File: src/rtl/fsd_pkg.sv
// Shared widths, codes and reset values for the frame skip decider.
`timescale 1ns / 1ps
`default_nettype none
package fsd_pkg;

  localparam int HISTORY_DEPTH_DEF = 16;

  localparam int TIME_W = 24;
  localparam int OP_W   = 2;
  localparam int MODE_W = 2;
  localparam int RUN_W  = 8;
  localparam int THR_W  = 10;
  localparam int CFG_IDX_W  = 2;
  localparam int CFG_DATA_W = 10;

  // Multiplier operand widths: period*threshold, then that product*count.
  localparam int MUL_A_W = TIME_W + THR_W;
  localparam int MUL_B_W = THR_W;
  localparam int MUL_P_W = MUL_A_W + MUL_B_W;

  localparam logic [OP_W-1:0] OP_RECORD = 2'd0;
  localparam logic [OP_W-1:0] OP_DECIDE = 2'd1;
  localparam logic [OP_W-1:0] OP_CLEAR  = 2'd2;

  localparam logic [MODE_W-1:0] MODE_ADAPTIVE = 2'd0;
  localparam logic [MODE_W-1:0] MODE_FIXED    = 2'd1;

  localparam logic [CFG_IDX_W-1:0] CFG_SKIP_ENABLE  = 2'd0;
  localparam logic [CFG_IDX_W-1:0] CFG_SKIP_MODE    = 2'd1;
  localparam logic [CFG_IDX_W-1:0] CFG_MAX_RUN      = 2'd2;
  localparam logic [CFG_IDX_W-1:0] CFG_THRESHOLD_Q8 = 2'd3;

  localparam logic [RUN_W-1:0] MAX_RUN_RST      = 8'd5;
  localparam logic [THR_W-1:0] THRESHOLD_Q8_RST = 10'd307;

endpackage
`default_nettype wire

File: src/rtl/fsd_hist_mem.sv
// Frame time history memory, one write port and one registered read port.
`timescale 1ns / 1ps
`default_nettype none
module fsd_hist_mem
  import fsd_pkg::*;
#(
  parameter int DEPTH  = HISTORY_DEPTH_DEF,
  parameter int ADDR_W = (DEPTH > 1) ? $clog2(DEPTH) : 1
) (
  input  wire logic              clk,
  input  wire logic              we,
  input  wire logic [ADDR_W-1:0] waddr,
  input  wire logic [TIME_W-1:0] wdata,
  input  wire logic              re,
  input  wire logic [ADDR_W-1:0] raddr,
  output logic      [TIME_W-1:0] rdata
);

  logic [TIME_W-1:0] mem [DEPTH];

  always_ff @(posedge clk) begin
    if (we) begin
      mem[waddr] <= wdata;
    end
  end

  always_ff @(posedge clk) begin
    if (re) begin
      rdata <= mem[raddr];
    end
  end

endmodule
`default_nettype wire

File: src/rtl/fsd_mul.sv
// Shared multiplier with registered product.
`timescale 1ns / 1ps
`default_nettype none
module fsd_mul
  import fsd_pkg::*;
(
  input  wire logic               clk,
  input  wire logic               en,
  input  wire logic [MUL_A_W-1:0] a,
  input  wire logic [MUL_B_W-1:0] b,
  output logic      [MUL_P_W-1:0] p
);

  always_ff @(posedge clk) begin
    if (en) begin
      p <= MUL_P_W'(a) * MUL_P_W'(b);
    end
  end

endmodule
`default_nettype wire

File: src/rtl/frame_skip_decider_core.sv
// Frame skip decider top level: sequencer, window state and decision logic.
//  - Input channel (in_valid/in_ready) carries one transaction per frame event:
//    opcode record (push frame_time_us into the history window), decide
//    (answer skip for target_period_us) or clear (empty window, zero run).
//  - Output channel (out_valid/out_ready) returns exactly one transaction per
//    input transaction; skip is 1 only for a decide that chose to skip.
//  - Config channel (cfg_valid/cfg_ready) writes skip_enable, skip_mode,
//    max_run and threshold_q8 by index; always ready, write only when idle.
//  - Sequence from accept to out_valid: record, clear and any decide with no
//    compare to run (disabled, non-adaptive, empty window) go straight to the
//    done step; an adaptive decide first makes two passes through the shared
//    multiplier (period*threshold, then *count) and then a compare step.
//    in_ready returns with out_valid, so a new item is accepted only once the
//    previous one has finished.
//  - A new item is accepted while a result waits in the output register; if
//    the receiver stalls, that next item holds in its final step until the
//    output register frees up.
//  - Reset clears the window, run counter, parity and config registers to
//    their defaults. History memory is not cleared; only entries written
//    since the last clear or reset are ever used.
`timescale 1ns / 1ps
`default_nettype none
module frame_skip_decider_core
  import fsd_pkg::*;
#(
  parameter int HISTORY_DEPTH = HISTORY_DEPTH_DEF
) (
  input  wire logic                  clk,
  input  wire logic                  rst,
  // input transactions
  input  wire logic                  in_valid,
  output logic                       in_ready,
  input  wire logic [OP_W-1:0]       opcode,
  input  wire logic [TIME_W-1:0]     frame_time_us,
  input  wire logic [TIME_W-1:0]     target_period_us,
  // result transactions
  output logic                       out_valid,
  input  wire logic                  out_ready,
  output logic                       skip,
  // config writes
  input  wire logic                  cfg_valid,
  output logic                       cfg_ready,
  input  wire logic [CFG_IDX_W-1:0]  cfg_index,
  input  wire logic [CFG_DATA_W-1:0] cfg_data
);

  localparam int CNT_W  = $clog2(HISTORY_DEPTH + 1);
  localparam int SLOT_W = (HISTORY_DEPTH > 1) ? $clog2(HISTORY_DEPTH) : 1;
  localparam int SUM_W  = TIME_W + CNT_W;

  // sequencer codes
  localparam logic [2:0] ST_IDLE  = 3'd0;
  localparam logic [2:0] ST_MUL_A = 3'd1;
  localparam logic [2:0] ST_MUL_B = 3'd2;
  localparam logic [2:0] ST_CMP   = 3'd3;
  localparam logic [2:0] ST_DONE  = 3'd4;

  logic [2:0]        state;

  // config registers
  logic              skip_enable;
  logic [MODE_W-1:0] skip_mode;
  logic [RUN_W-1:0]  max_run;
  logic [THR_W-1:0]  threshold_q8;

  // window and policy state
  logic [SUM_W-1:0]  window_sum;
  logic [CNT_W-1:0]  window_count;
  logic [SLOT_W-1:0] write_slot;
  logic [RUN_W-1:0]  skip_run;
  logic              fixed_parity;

  // captured item
  logic [OP_W-1:0]   op_q;
  logic [TIME_W-1:0] ft_q;
  logic [TIME_W-1:0] tp_q;
  logic              adapt_q;

  logic              in_acc;
  logic              finish;
  logic              win_full;

  logic [TIME_W-1:0] old_time;
  logic              mem_we;

  logic              mul_en;
  logic [MUL_A_W-1:0] mul_a;
  logic [MUL_B_W-1:0] mul_b;
  logic [MUL_P_W-1:0] mul_p;
  logic [MUL_P_W-1:0] lhs;

  logic              want;
  logic              res;
  logic [RUN_W-1:0]  skip_run_next;
  logic              parity_next;

  assign cfg_ready = 1'b1;
  assign in_ready  = (state == ST_IDLE);
  assign in_acc    = in_valid && in_ready;
  assign finish    = (state == ST_DONE) && (!out_valid || out_ready);
  assign win_full  = (window_count == CNT_W'(HISTORY_DEPTH));

  // ---------------- config ----------------
  always_ff @(posedge clk) begin
    if (rst) begin
      skip_enable  <= 1'b0;
      skip_mode    <= MODE_ADAPTIVE;
      max_run      <= MAX_RUN_RST;
      threshold_q8 <= THRESHOLD_Q8_RST;
    end else if (cfg_valid && cfg_ready) begin
      case (cfg_index)
        CFG_SKIP_ENABLE:  skip_enable  <= cfg_data[0];
        CFG_SKIP_MODE:    skip_mode    <= cfg_data[MODE_W-1:0];
        CFG_MAX_RUN:      max_run      <= cfg_data[RUN_W-1:0];
        CFG_THRESHOLD_Q8: threshold_q8 <= cfg_data[THR_W-1:0];
        default: ;
      endcase
    end
  end

  // ---------------- history memory ----------------
  // Oldest entry is read at accept, so it is ready when the record finishes.
  assign mem_we = finish && (op_q == OP_RECORD);

  fsd_hist_mem #(
    .DEPTH  (HISTORY_DEPTH),
    .ADDR_W (SLOT_W)
  ) u_hist (
    .clk   (clk),
    .we    (mem_we),
    .waddr (write_slot),
    .wdata (ft_q),
    .re    (in_acc),
    .raddr (write_slot),
    .rdata (old_time)
  );

  // ---------------- shared multiplier ----------------
  // Pass A: period * threshold. Pass B: (period * threshold) * count.
  assign mul_en = (state == ST_MUL_A) || (state == ST_MUL_B);
  always_comb begin
    if (state == ST_MUL_A) begin
      mul_a = MUL_A_W'(tp_q);
      mul_b = threshold_q8;
    end else begin
      mul_a = mul_p[MUL_A_W-1:0];
      mul_b = MUL_B_W'(window_count);
    end
  end

  fsd_mul u_mul (
    .clk (clk),
    .en  (mul_en),
    .a   (mul_a),
    .b   (mul_b),
    .p   (mul_p)
  );

  // sum * 256
  assign lhs = MUL_P_W'({window_sum, 8'd0});

  // ---------------- sequencer ----------------
  always_ff @(posedge clk) begin
    if (rst) begin
      state <= ST_IDLE;
    end else begin
      case (state)
        ST_IDLE: begin
          if (in_acc) begin
            if ((opcode == OP_DECIDE) && skip_enable && (skip_mode == MODE_ADAPTIVE) &&
                (window_count != '0)) begin
              state <= ST_MUL_A;
            end else begin
              state <= ST_DONE;
            end
          end
        end
        ST_MUL_A: state <= ST_MUL_B;
        ST_MUL_B: state <= ST_CMP;
        ST_CMP:   state <= ST_DONE;
        ST_DONE: begin
          if (finish) begin
            state <= ST_IDLE;
          end
        end
        default:  state <= ST_IDLE;
      endcase
    end
  end

  always_ff @(posedge clk) begin
    if (in_acc) begin
      op_q <= opcode;
      ft_q <= frame_time_us;
      tp_q <= target_period_us;
    end
  end

  always_ff @(posedge clk) begin
    if (in_acc) begin
      adapt_q <= 1'b0;
    end else if (state == ST_CMP) begin
      adapt_q <= (lhs > mul_p);
    end
  end

  // ---------------- decision ----------------
  always_comb begin
    want          = 1'b0;
    res           = 1'b0;
    skip_run_next = '0;
    parity_next   = fixed_parity;
    if (skip_enable) begin
      if (skip_mode == MODE_ADAPTIVE) begin
        want = adapt_q;
      end else if (skip_mode == MODE_FIXED) begin
        parity_next = ~fixed_parity;
        want        = fixed_parity;  // skip when the toggled parity is 0
      end
      if (want && (skip_run < max_run)) begin
        res           = 1'b1;
        skip_run_next = skip_run + 1'b1;
      end
    end
  end

  // ---------------- state update ----------------
  always_ff @(posedge clk) begin
    if (rst) begin
      window_sum   <= '0;
      window_count <= '0;
      write_slot   <= '0;
      skip_run     <= '0;
      fixed_parity <= 1'b0;
    end else if (finish) begin
      case (op_q)
        OP_RECORD: begin
          if (win_full) begin
            window_sum <= window_sum - SUM_W'(old_time) + SUM_W'(ft_q);
          end else begin
            window_sum   <= window_sum + SUM_W'(ft_q);
            window_count <= window_count + 1'b1;
          end
          if (write_slot == SLOT_W'(HISTORY_DEPTH - 1)) begin
            write_slot <= '0;
          end else begin
            write_slot <= write_slot + 1'b1;
          end
        end
        OP_DECIDE: begin
          skip_run     <= skip_run_next;
          fixed_parity <= parity_next;
        end
        OP_CLEAR: begin
          window_sum   <= '0;
          window_count <= '0;
          write_slot   <= '0;
          skip_run     <= '0;
        end
        default: ;
      endcase
    end
  end

  // ---------------- output register ----------------
  always_ff @(posedge clk) begin
    if (rst) begin
      out_valid <= 1'b0;
    end else if (finish) begin
      out_valid <= 1'b1;
    end else if (out_ready) begin
      out_valid <= 1'b0;
    end
  end

  always_ff @(posedge clk) begin
    if (finish) begin
      skip <= (op_q == OP_DECIDE) && res;
    end
  end

  // ---------------- assertions ----------------
  a_count_bound: assert property (@(posedge clk) disable iff (rst)
    window_count <= CNT_W'(HISTORY_DEPTH))
    else $error("window count above history depth");

  a_empty_sum: assert property (@(posedge clk) disable iff (rst)
    (window_count == '0) |-> (window_sum == '0))
    else $error("empty window with nonzero sum");

  a_busy_after_accept: assert property (@(posedge clk) disable iff (rst)
    in_acc |=> !in_ready)
    else $error("ready right after accepting a transaction");

  a_skip_only_decide: assert property (@(posedge clk) disable iff (rst)
    (finish && ((op_q != OP_DECIDE) || !skip_enable)) |=> !skip)
    else $error("skip raised for non-decide or disabled block");

  a_done_posts_result: assert property (@(posedge clk) disable iff (rst)
    finish |=> (out_valid && in_ready))
    else $error("finished item did not post a result");

endmodule
`default_nettype wire
File: config.mk
export PLATFORM = sky130hd
export DESIGN_NAME = frame_skip_decider_core
export DESIGN_NICKNAME = d
export VERILOG_FILES = /design/src/rtl/fsd_pkg.sv /design/src/rtl/fsd_hist_mem.sv /design/src/rtl/fsd_mul.sv /design/src/rtl/frame_skip_decider_core.sv
export SDC_FILE = /design/constraint.sdc
export NUM_CORES = 2
export LEC_CHECK = 0
export BUFFER_PORTS_ARGS = -buffer_cell sky130_fd_sc_hd__clkbuf_2
export CORE_UTILIZATION = 58
export DETAILED_ROUTE_END_ITERATION = 8
export MAX_ROUTING_LAYER = met4
export PLACE_DENSITY = 0.77
export SLEW_MARGIN = 5
export SYNTH_ARGS = -nofsm -noshare
export SYNTH_HDL_FRONTEND = slang
export SYNTH_SLANG_ARGS = --single-unit
File: constraint.sdc
create_clock -name clk -period 6.6 [get_ports clk]
set_input_delay 0.33 -clock clk [delete_from_list [all_inputs] [get_ports clk]]
set_output_delay 0.33 -clock clk [all_outputs]
set_load 0.02 [all_outputs]
==> results_dict.tcl <==
set metrics [dict create \
    clkTransAtPathRegs_ns 0.06 \
    cts.sinks 576 \
    multi_input_area_mm2 0.0183 \
    startpoint_type "flop" \
    final.fill_count 4231 \
    grt_setup_unrepaired "true" \
    finClkSkew_ns 0.0596 \
    die_x_um 252 \
    htree_levels 2 \
    dieHeight_um 252 \
    worst_slew_pin_slew_ns 1.35 \
    area_growth_pct 16.4 \
    finalNonFillerCells 4111 \
    synthArstFlopShare 0 \
    drtAntennaViolNets 0 \
    critPathCaptureType "flop" \
    cp_common_cell "fa_1" \
    grt_pass1_vias 25529 \
    grt_overflow_total 0 \
    numPortBuffers 69 \
    tritoncts "yes" \
    layout.nets 3751 \
    peakVddDrop_mv 0.277 \
    ios 71 \
    crit_slowest_cell "fa_1" \
    syn_area_per_cell_um2 12.5 \
    drtIter0Drc 2111 \
    cp.arrival_ns 6.85 \
    required_ns 6.95 \
    start_util 0.587 \
    grt_max_degree 69 \
    fin_crit_sh 0.985 \
    finalMaxSlewViolations 0 \
    path_cells "or3b_4 -> and2_4 -> a21oi_4 -> buf_12 -> clkbuf_16 -> nor2b_1 -> fa_1 -> fa_1 -> fa_1 -> fa_1 -> inv_1 -> fa_1 -> inv_1 -> ha_4 -> nand4_1 -> o21bai_4 -> o21ai_4 -> a221oi_4 -> o221ai_4 -> a31oi_4 -> o21a_4 -> and4b_1 -> or4b_1" \
    synth_edf_count 503 \
    synth.cell_area_mm2 0.0361 \
    root_buffer "clkbuf_16" \
    post-place-cells 3916 \
    wirelength_mm 91.9 \
    cts_buffers 59 \
    grt_pass1_wl_mm 143 \
    grt_usage 0.305 \
    synth_seq_cells 576 \
    max_freq_mhz 154 \
    core_mm2 0.0616 \
    dieArea_mm2 0.0633 \
    critical_path_peak_fanout 6 \
    min_path_type "input pin to flop" \
    setup_viol 0 \
    seq_area_mm2 0.0166 \
    firstDrtPassIters 5 \
    post_drt_wl_per_cell_um 22.4 \
    finalCriticalPeriod_ns 6.50 \
    ys_types 91 \
    vias_per_cell 5.96 \
    status "finished, final reports clean" \
    drive_above_1_share 0.180 \
    insertion_delay_ns 0.66 \
    rows 91 \
    hold_viol 0 \
    synth_warnings 0 \
    num_vias 24513 \
    slew_headroom 0.0995 \
    antenna_found_initial 1 \
    gp_congestion 1.01 \
    criticalPathCategory "flop to flop" \
    max_stage_delay_ns 0.57 \
    synth_cells 2900 \
    whs_ns 0.0881 \
    cap_violations 0 \
    drc 0 \
    clockBufferDepth 3 \
    yosysSeqAreaShare 0.459 \
    p_leak_nw 18.0 \
    synth_flop_cell "edfxtp_1" \
    place_hpwl_mm 62.6 \
    power.density_mw_per_mm2 209 \
]
## critical path, delay by kind of cell, from the launching register on
family	cells	cell delay, ns
compound gates	7	1.27
buf+inv	4	0.40
fa+ha+maj	6	2.79
simple gates	6	1.43
flops	1	0.36
## final timing paths
check / from / endpoint / slack, ns / depth (start not counted)
worst max-delay path: state[2] / u_mul.p[35] / 0.1 / 23
worst min register to register: max_run[6] / max_run[6] / 0.46 / 2
worst max register to register: state[2] / u_mul.p[35] / 0.1 / 23
worst min-delay path: out_ready / out_valid / 0.09 / 3
## repair_timing
action / 4_1_cts / 5_1_grt
endpoints found under the setup margin: 9 / 15
hold endpoints to repair: 67 / 0
gates cloned: 1 / 4
resized for setup: 16 / 90
setup buffers: 0 / 20
pin swaps: 1 / 49
hold buffers: 60 / 0
## layout make-up
type	count	share of cell area
clock buffers	67	0.0363
well taps	837	0.0249
repair buffers	320	0.0623
flip-flops and latches	576	0.394
clock inverters	43	0.0116
multi-input cells	1871	0.435
diodes	1	0.0000595
inverters	396	0.0354
## cell usage after synthesis (6+ instances only)
| library cell | n | area (um^2) |
|---|---|---|
| and2_1 | 8 | 50.1 |
| o21a_1 | 8 | 60.1 |
| ha_1 | 181 | 2260 |
| mux4_2 | 120 | 2700 |
| a21o_1 | 56 | 420 |
| or2_2 | 8 | 50.1 |
| nor2b_1 | 22 | 138 |
| nand2b_1 | 15 | 93.8 |
| mux2i_1 | 11 | 110 |
| buf_1 | 13 | 48.8 |
| o21ai_0 | 84 | 420 |
| nand4_1 | 21 | 131 |
| o21bai_1 | 19 | 143 |
| and3_1 | 139 | 870 |
| nor3_1 | 25 | 125 |
| clkbuf_1 | 87 | 327 |
| inv_1 | 395 | 1480 |
| o211ai_1 | 10 | 75.1 |
| nand2_1 | 299 | 1120 |
| nand3_1 | 44 | 220 |
| edfxtp_1 | 503 | 15100 |
| a31oi_1 | 10 | 62.6 |
| xnor2_1 | 50 | 438 |
| a21oi_1 | 120 | 601 |
| fa_1 | 279 | 5590 |
| a22oi_1 | 13 | 97.6 |
| nor3b_1 | 6 | 45.0 |
| nor2_1 | 113 | 424 |
| dfxtp_1 | 73 | 1460 |
| a211oi_1 | 12 | 90.1 |
| xor2_1 | 41 | 359 |
## metal layers
metal  up-vias  global-route usage  wire, um
met4         0              0.0943      2810
met1     12320               0.382     35200
met2      1151               0.519     47100
met3       222              0.0387      6790
li1      10820                   -         -
met5         -                   -         0
## stage by stage
stage                      util  total power [mW]  setup WS (ns)  instance area (um^2)  setup TNS, ns
after CTS                 0.672              8.79        0.00215                 41400              0
final                     0.683              8.80         0.0976                 42000              0
after global placement    0.628              5.29         -0.106                 38700         -0.341
after floorplan               -              5.06        0.00144                 36400              0
after global routing      0.683              9.13        -0.0568                 42000         -0.290
after detailed placement  0.628              5.33         -0.188                 38700         -0.811
## report_power, final
| group | internal [mW] | leakage [nW] | switching [mW] |
|---|---|---|---|
| combinational | 0.538 | 11.9 | 0.672 |
| sequential | 4.04 | 5.17 | 0.0946 |
| clock | 1.96 | 0.958 | 1.50 |
## registers in the layout, indices dropped and copies added, names as in the netlist
name	count
skip_mode	2
write_slot	4
u_hist.mem	384
tp_q	24
skip_enable	1
adapt_q	1
ft_q	24
fixed_parity	1
op_q	2
threshold_q8	10
u_hist.rdata	24
u_mul.p	44
max_run	8
state	3
window_count	5
skip_run	8
out_valid	1
skip	1
window_sum	29
## cells in the final DEF, fill, tap and decap left out, types with 14 or more instances in the layout
cell type,instances
nand2_1,297
ha_1,171
nand4_1,21
nand3_1,42
nor2_1,100
and3_1,138
a21oi_1,118
fa_1,275
inv_1,389
a21o_1,53
dfxtp_1,68
nor2b_1,22
clkbuf_2,69
xnor2_1,50
dlygate4sd3_1,60
buf_4,171
o21ai_0,63
mux4_2,120
conb_1,51
clkbuf_16,63
o21bai_1,18
edfxtp_1,503
nor3_1,21
nand2b_1,14
xor2_1,41
## kinds of logic (layout without fill, tap and decap cells)
| kind of cell | after synthesis | count (layout) | synth area share |
|---|---|---|---|
| simple gates | 730 | 730 | 0.0971 |
| other cells | 2 | 52 | 0.000208 |
| compound gates | 408 | 408 | 0.0742 |
| mux | 131 | 131 | 0.0779 |
| fa+ha+maj | 460 | 460 | 0.217 |
| buf+inv | 502 | 826 | 0.0527 |
| xor+xnor | 91 | 91 | 0.0221 |
| flops | 576 | 576 | 0.459 |
No activity file was read; power rests on OpenSTA's default activity.
